`src/hdl/mdg_pkg.sv`:
```
// Package for the division magic number generator: field widths, the word
// carried through the divider pipeline and a bit-length helper.
// No dependencies.
package mdg_pkg;

    localparam int DATA_W  = 32;
    localparam int SHIFT_W = 6;
    localparam int TDATA_W = 40;

    typedef struct packed {
        logic               valid;
        logic               zero;
        logic [DATA_W-1:0]  d;
        logic [SHIFT_W-1:0] l;
        logic [DATA_W-1:0]  rem;
        logic [DATA_W-1:0]  quot;
        logic [DATA_W-1:0]  rem_half;
    } div_word_t;

    function automatic logic [SHIFT_W-1:0] bit_length(input logic [DATA_W-1:0] x);
        logic [SHIFT_W-1:0] n;
        n = '0;
        for (int i = 0; i < DATA_W; i++)
        begin
            if (x[i])
            begin
                n = SHIFT_W'(i + 1);
            end
        end
        return n;
    endfunction

endpackage

```
`src/hdl/mdg_div_step.sv`:
```
// One restoring division step of the magic number pipeline, registered.
// Depends on mdg_pkg for div_word_t.
module mdg_div_step
    import mdg_pkg::*;
(
    input  logic      clk,
    input  logic      rst_n,
    input  logic      en,
    input  div_word_t in_word,
    output div_word_t out_word
);

    div_word_t            word_reg;
    div_word_t            word_next;
    logic [DATA_W:0]      shifted;
    logic [DATA_W+1:0]    diff;
    logic                 take;

    always_comb
    begin
        shifted = {in_word.rem, 1'b0};
        diff    = {1'b0, shifted} - {2'b00, in_word.d};
        take    = !diff[DATA_W+1];

        word_next          = in_word;
        word_next.rem      = take ? diff[DATA_W-1:0] : shifted[DATA_W-1:0];
        word_next.quot     = {in_word.quot[DATA_W-2:0], take};
        // keep the partial remainder entering this step
        word_next.rem_half = in_word.rem;
    end

    always_ff @(posedge clk or negedge rst_n)
    begin
        if (!rst_n)
        begin
            word_reg <= '0;
        end
        else if (en)
        begin
            word_reg <= word_next;
        end
    end

    assign out_word = word_reg;

endmodule

```
`config.mk`:
```
export PLATFORM = sky130hd
export DESIGN_NAME = mdg_div_step
export DESIGN_NICKNAME = d
export VERILOG_FILES = /design/src/hdl/mdg_pkg.sv /design/src/hdl/mdg_div_step.sv
export SDC_FILE = /design/constraint.sdc
export NUM_CORES = 1
export LEC_CHECK = 0
export BUFFER_PORTS_ARGS = -buffer_cell sky130_fd_sc_hd__clkbuf_2
export CAP_MARGIN = 20
export CELL_PAD_IN_SITES_DETAIL_PLACEMENT = 1
export CELL_PAD_IN_SITES_GLOBAL_PLACEMENT = 1
export CORE_ASPECT_RATIO = 2
export CORE_MARGIN = 2
export CORE_UTILIZATION = 35
export CTS_CLUSTER_DIAMETER = 80
export CTS_CLUSTER_SIZE = 40
export DETAILED_ROUTE_END_ITERATION = 10
export GPL_TIMING_DRIVEN = 1
export PLACE_DENSITY = 0.78
export RECOVER_POWER = 100
export SYNTH_ARGS = -nofsm -noshare
export SYNTH_HDL_FRONTEND = slang
export SYNTH_SLANG_ARGS = --single-unit
```
`constraint.sdc`:
```
create_clock -name clk -period 0.8 [get_ports clk]
set_input_delay 0.16 -clock clk [delete_from_list [all_inputs] [get_ports clk]]
set_output_delay 0.16 -clock clk [all_outputs]
set_load 0.005 [all_outputs]
```
Word level (Yosys, flattened, before mapping). Cells that the tools add are included.

Register bits after elaboration: 136. Bits of input ports: 139. Output and inout bits: 136. Logic and storage cells: 10.

Add/subtract/negate cells: 1. Multiplexer cells: 1. Reduce and logical (&&, ||, !) cells: 1.

Operators with widths (number): 33-bit by 32-bit subtractor with 34-bit output (1); 32-bit two-way mux (1); 1-bit zero test (1).

Logic depth before layout (Yosys ltp). Gate-level depths: netlist (run 1).

Depth after elaboration: 2. Mapped depth: 14. Mapped depth without buffers: 11.

Least setup slack after synthesis (run 1). OpenSTA, ideal clock, no wires.

Path type: input-to-reg. From: input port in_word[102] (netlist bit). To: register word_reg (netlist bit out_word[94]). Setup time: 0.124 ns. Arrival: 2.182 ns. Data required time: 0.676 ns. Path slack: -1.506 ns. Stages: 11. Buffers on the path: 0. Cell sequence: inv_1 > fa_1 > a211oi_1 > o2111ai_1 > a32oi_1 > a21oi_2 > a31oi_1 > o221ai_1 > a21oi_1 > xor2_1 > o21ai_1.

Cells in the longest elaborated chain, start to end: 2.

RTL lines: start: declaration (line mdg_div_step.sv:9) `input div_word_t in_word,`; 33-bit by 32-bit subtractor with 34-bit output (line mdg_div_step.sv:22) `diff = {1'b0, shifted} - {2'b00, in_word.d};`; 32-bit two-way mux (line mdg_div_step.sv:26) `word_next.rem = take ? diff[DATA_W-1:0] : shifted[DATA_W-1:0];`; end signal: assignment (line mdg_div_step.sv:40) `word_reg <= word_next;`; end: declaration (line mdg_div_step.sv:13) `div_word_t word_reg;`.

No other way between the ends. A chain may end at the register's enable or synchronous reset.

Final worst setup path (run 1).
From: input port in_word[130] (netlist bit). To: register word_reg (netlist bit out_word[86]).

Same word-level chain as after synthesis.

==> flow_metrics.tcl, run 1 <==
set metrics [dict create \
    outcome "complete, but fails checks" \
    violations "setup timing" \
    r2r-start "out_word[47]" \
    critPathBufInv 5 \
    die_h_um 206 \
    synth_edf_count 0 \
    grt_pass1_wl_um 51200 \
    final_cell_area_mm2 0.0133 \
    synth.distinct_cells 57 \
    pin_count 275 \
    via_count 8290 \
    peakVddDrop_uv 1380 \
    worstHoldPathType "in -> reg" \
    die_area_mm2 0.0217 \
    synth-main-ff-cell "dfrtp_1" \
    clkSlewWorstSetupHoldPaths_ns 0.07 \
    antenna_found_initial 1 \
    grt_usage_pct 31.8 \
    reg2regPathDepth 2 \
    die_x_um 105 \
    syn_area_mm2 0.00715 \
    crit_slowest_cell "a21bo_4" \
    first_global_vias 8761 \
    yosysWarnings 0 \
    vias_per_cell 5.55 \
    crit_required_ns 1.14 \
    drc_errors 0 \
    pre_cts_ws_ns -1.79 \
    syn_nets 813 \
    maxSlewHeadroom_pct 54.9 \
    worstSetupStartpointType "input port" \
    ff_latch_area_mm2 0.00340 \
    crit_arrival_ns 2.66 \
    power.density_mw_per_mm2 1980 \
    root_buffer "clkbuf_16" \
    postSynthAreaPerCell_um2 11.1 \
    cts_tree "built" \
    critPathMaxStageDelay_ns 0.31 \
    fin_skew_ns 0 \
    cp_max_fo 5 \
    fmax_ghz 0.431 \
    regToRegSetupSlack_ns -0.29 \
    async_reset_ff_share_pct 100 \
    leakage_uw 0.00675 \
    area_growth_pct 86.2 \
    final.period_utilization_pct 290 \
    endpoint_kind "flop" \
    nets 1383 \
    postRouteAntennaNets 0 \
    ctsLongestPathBuffers 2 \
    rsz0062_at_grt "yes" \
    grt_max_degree 33 \
    syn_inst 642 \
    core.rowCount 74 \
    first_iter_violations 430 \
    dr.pass1.iters 5 \
    final_util_pct 65.7 \
    timing.final.ws_setup_ns -1.52 \
    slew_violations 0 \
    initial_core_util_pct 35.3 \
    finalPower_uw 26400 \
    maxCapViolations 0 \
    drive_gt1_share_pct 61.6 \
    ys_seq_area_share_pct 47.6 \
    worstSetupEndpoint "out_word[86]" \
    worstReg2RegEnd "out_word[47]" \
    coreArea_mm2 0.0203 \
    synth-seq-cells 136 \
    crit_type "in -> reg" \
    dp.final_hpwl_um 19800 \
    place_congestion 0.833 \
    insertion_delay_ns 0.47 \
    multiInputGateArea_mm2 0.00431 \
    h-tree-depth 4 \
    path_cells "clkbuf_2 -> inv_1 -> ha_4 -> a21oi_4 -> o21ai_2 -> a21o_1 -> a21o_1 -> a21boi_2 -> a21bo_4 -> buf_4 -> buf_6 -> buf_6 -> mux2i_1 -> a21oi_1" \
    wire_per_inst_um 28.5 \
    largest_register_ffs 136 \
    worst_pin_slew_ns 0.677 \
    fillers 2077 \
    crit_start "in_word[130]" \
    finalCriticalPeriod_ns 2.32 \
    hold_violations 0 \
    wl_um 42500 \
    cts_sinks 136 \
    overflow 0 \
    place_area_mm2 0.0104 \
    crit_family "compound AO/OA/AOI/OAI gates" \
    cp.depth 14 \
    setup_viol 372 \
    numCtsBuffers 17 \
    io_buffers 241 \
]
-- cell usage in the layout (no fill, tap or decap), types with 9 or more instances in the layout --
cell type,netlist,routed
buf_4,3,206
inv_1,48,39
buf_12,0,14
clkbuf_2,0,221
clkbuf_16,0,20
nand2_1,42,35
a21oi_2,4,17
mux2_4,1,92
buf_6,2,64
a21oi_1,51,36
o21ai_1,8,12
mux2i_1,19,9
dlygate4sd3_1,0,64
a21o_1,14,14
nor2_1,39,37
mux2_2,101,9
ha_1,31,16
xnor2_1,20,18
ha_4,0,15
o21ai_2,2,9
dfrtp_1,136,136
o21ai_0,21,9
-- power by group --
part | switching, uW | internal [uW]
Sequential | 772 | 7710
Combinational | 4330 | 4950
Clock | 3850 | 4790
-- cells by family (layout without fill, tap and decap cells) --
logic type	Yosys count	in the layout	share of synthesized area (%)
other	0	2	0
XOR/XNOR	28	28	3.43
AO/OA/AOI/OAI	141	141	13.1
adder cells (fa/ha/maj)	32	32	5.70
multiplexers	121	121	18.8
flip-flops	136	136	47.6
AND/OR/NAND/NOR	105	105	6.49
buffers and inverters	79	662	4.90
-- final cells by class --
cell class | instances | area share [%]
antenna | 2 | 0.0376
sequential | 136 | 25.6
multi-input combinational | 427 | 32.4
clock inverter | 13 | 1.08
inverter | 48 | 1.60
tap | 266 | 2.50
timing repair buffer | 582 | 33.5
clock buffer | 19 | 3.40
-- per-stage QoR --
stage | hold WS [ns] | setup TNS, ns | cells
2_1_floorplan | -0.136 | -50.76 | 642
6_report | 0.0243 | -109.63 | 1493
5_1_grt | 0.0169 | -125.36 | 1493
3_5_place_dp | 0.0400 | -83.40 | 1275
3_3_place_gp | 0.0402 | -80.45 | 1275
4_1_cts | 0.0126 | -87.70 | 1453
-- worst register-to-register path, stage by stage, from the launching register on --
cell and delay [ns]:
dfrtp_1 0.49, buf_6 0.16, mux2_4 0.31
-- worst min path at each step --
stage                      start       endpoint  slack (ns)  cells after the start
floorplan                  rst_n    out_word[0]       -0.14                      0
global placement           rst_n  out_word[110]        0.04                      1
detailed placement         rst_n  out_word[110]        0.04                      1
CTS                 in_word[128]  out_word[128]        0.01                      2
global route        in_word[128]  out_word[128]        0.02                      2
finish              in_word[128]  out_word[128]        0.02                      2
-- cell usage after synthesis (3+ instances only) --
| master | instances | area share (%) |
|---|---|---|
| nand4_1 | 4 | 0.35 |
| o211ai_1 | 7 | 0.73 |
| o21a_1 | 3 | 0.31 |
| xnor2_1 | 20 | 2.4 |
| a31oi_1 | 3 | 0.26 |
| a21oi_2 | 4 | 0.49 |
| xor2_1 | 8 | 0.98 |
| inv_1 | 48 | 2.5 |
| nor3_1 | 4 | 0.28 |
| o21ai_1 | 8 | 0.56 |
| nor2_1 | 39 | 2.0 |
| nand2_1 | 42 | 2.2 |
| clkbuf_1 | 20 | 1.0 |
| mux2_2 | 101 | 16 |
| buf_2 | 4 | 0.28 |
| a41oi_2 | 3 | 0.68 |
| ha_1 | 31 | 5.4 |
| and3_1 | 3 | 0.26 |
| a21oi_1 | 51 | 3.6 |
| dfrtp_1 | 136 | 48 |
| o21ai_0 | 21 | 1.5 |
| mux2i_1 | 19 | 2.7 |
| a21o_1 | 14 | 1.5 |
| buf_4 | 3 | 0.31 |
| nor2b_1 | 4 | 0.35 |
-- repair_timing --
action	CTS	global route
hold buffers	64	0
pin swaps	26	31
endpoints found under the hold margin	199	0
setup buffers	80	74
resized for setup	46	129
setup endpoints to repair	172	234
cloned	3	1
-- per-layer routing --
metal | global-route usage, % | vias up | wire, um
met5 | 0 | - | 0
met4 | 22.2 | 0 | 3850
met3 | 5.87 | 235 | 2040
met2 | 61.0 | 508 | 23000
met1 | 29.8 | 4158 | 13600
li1 | - | 3389 | -
Power figures use the tool's default switching activity.
==> inputs of run 2 (changes only) <==
Settings changed: RECOVER_POWER 100 to unset.
==> run 2 against run 1 <==
- the flow still finishes with violations (setup timing)
- sequential cell count unchanged
- first-iteration DRC count is the same
- fmax barely moved
- via count increased by 0.39%
- non-clock buffer count stayed put
- largest cell class unchanged
- highest routed layer unchanged
==> flow_metrics.tcl, run 2 (same netlist as run 1, synthesis figures left out) <==
set metrics [dict create \
    outcome "complete, but fails checks" \
    violations "setup timing" \
    hold_violations 0 \
    die_h_um 206 \
    final_common_cell "clkbuf_2" \
    dp.final_hpwl_um 19800 \
    worstSetupStartpointType "input port" \
    power.density_mw_per_mm2 1980 \
    mostFrequentLayoutCells "clkbuf_2 (221), buf_4 (206), dfrtp_1 (136)" \
    combPwrFrac_pct 35.1 \
    p_clk_share_pct 32.7 \
    drc_errors 0 \
    vias_per_cell 5.57 \
    core.rowCount 74 \
    endpoint_kind "flop" \
    p_int_uw 17500 \
    io_buffers 241 \
    largest_register_ffs 136 \
    antenna_found_initial 1 \
    pre_cts_ws_ns -1.79 \
    place_congestion 0.833 \
    worstHoldPathType "in -> reg" \
    regToRegSetupSlack_ns -0.29 \
    worst_pin_slew_ns 0.500 \
    cp_max_fo 5 \
    coreArea_mm2 0.0203 \
    area_growth_pct 86.4 \
    fin_skew_ns 0 \
    p_switching_uw 8960 \
    crit_arrival_ns 2.66 \
    setup_viol 246 \
    timing.final.ws_setup_ns -1.52 \
    first_iter_violations 430 \
    die_x_um 105 \
    rsz0062_at_grt "yes" \
    finalCriticalPeriod_ns 2.32 \
    slew_violations 0 \
    peakVddDrop_uv 1380 \
    fmax_ghz 0.431 \
    leakage_uw 0.00676 \
    nets 1383 \
    ctsLongestPathBuffers 2 \
    grt_pass1_wl_um 51200 \
    wire_per_inst_um 28.5 \
    die_area_mm2 0.0217 \
    final_cell_area_mm2 0.0133 \
    grt_usage_pct 31.8 \
    h-tree-depth 4 \
    crit_type "in -> reg" \
    first_global_vias 8761 \
    maxCapViolations 0 \
    numCtsBuffers 17 \
    drive_gt1_share_pct 61.7 \
    switching_share_pct 33.9 \
    wl_um 42600 \
    final.period_utilization_pct 290 \
    dr.pass1.iters 5 \
    postRouteAntennaNets 0 \
    grt_max_degree 33 \
    maxSlewHeadroom_pct 66.3 \
    crit_required_ns 1.14 \
    insertion_delay_ns 0.47 \
    overflow 0 \
    initial_core_util_pct 35.3 \
    via_count 8322 \
    seqPwrFrac_pct 32.1 \
    clkSlewWorstSetupHoldPaths_ns 0.07 \
    root_buffer "clkbuf_16" \
    place_area_mm2 0.0104 \
    pin_count 275 \
    cts_sinks 136 \
    cts_tree "built" \
]
-- run 2: cell count changes in the layout (fill, tap and decap cells not counted) --
cell	delta
buf_6	+1
mux2_1	-1
mux2_4	+1
buf_2	-1
-- run 2: metrics by stage --
stage	total power [uW]	setup TNS (ns)	instances	hold WS, ns	utilization [%]
final	26400	-102.07	1493	0.0238	65.7
after global routing	27100	-107.68	1493	0.0169	65.7
after CTS	24100	-87.70	1453	0.0126	62.2
after detailed placement	14500	-83.40	1275	0.0400	51.4
after global placement	14300	-80.45	1275	0.0402	51.4
after floorplan	11500	-50.76	642	-0.136	-
-- run 2: area by class of cell --
class                           count  area (um2)
Clock buffer                       19         453
Sequential cell                   136        3400
Tap cell                          266         333
Multi-Input combinational cell    427        4310
Timing Repair Buffer              582        4460
Inverter                           48         213
Fill cell                        2075        6950
Antenna cell                        2        5.00
Clock inverter                     13         144
-- run 2: worst max-delay path, cell delays in order --
cell      delay, ns
clkbuf_2       0.09
inv_1          0.13
ha_4           0.25
a21oi_4        0.18
o21ai_2        0.10
a21o_1         0.19
a21o_1         0.22
a21boi_2       0.23
a21bo_4        0.31
buf_4          0.15
buf_6          0.11
buf_6          0.11
mux2i_1        0.12
a21oi_1        0.31
-- run 2: power groups by stage --
stage | Combinational (uW) | Clock [uW] | Sequential (uW)
finish | 9290 | 8650 | 8490
global route | 9630 | 8910 | 8530
CTS | 7570 | 8270 | 8240
detailed placement | 6150 | 0 | 8390
global placement | 5940 | 0 | 8320
floorplan | 3160 | 0 | 8340
-- run 2: timing repair --
| item | CTS | global route |
|---|---|---|
| gates cloned | 3 | 1 |
| setup endpoints to repair | 172 | 234 |
| gates resized for setup | 46 | 129 |
| hold buffers | 64 | 0 |
| hold endpoints to repair | 199 | 0 |
| pin swaps | 26 | 31 |
| setup buffers | 80 | 74 |
-- run 2: path summary, 6_finish.rpt --
| path | start | depth (start not counted) | to |
|---|---|---|---|
| hold reg to reg | out_word[128] | 1 | out_word[128] |
| max in group asynchronous | rst_n | 3 | out_word[132] |
| setup reg to reg | out_word[47] | 2 | out_word[47] |
| hold / removal | in_word[128] | 2 | out_word[128] |
| min in group asynchronous | rst_n | 2 | out_word[107] |
| setup / recovery | in_word[130] | 14 | out_word[86] |
-- run 2: metal layers --
metal  wire [um]  track usage, %
met1       13500            29.8
met2       22900            61.0
met3        2120            5.87
met4        4000            22.2
met5           0               0
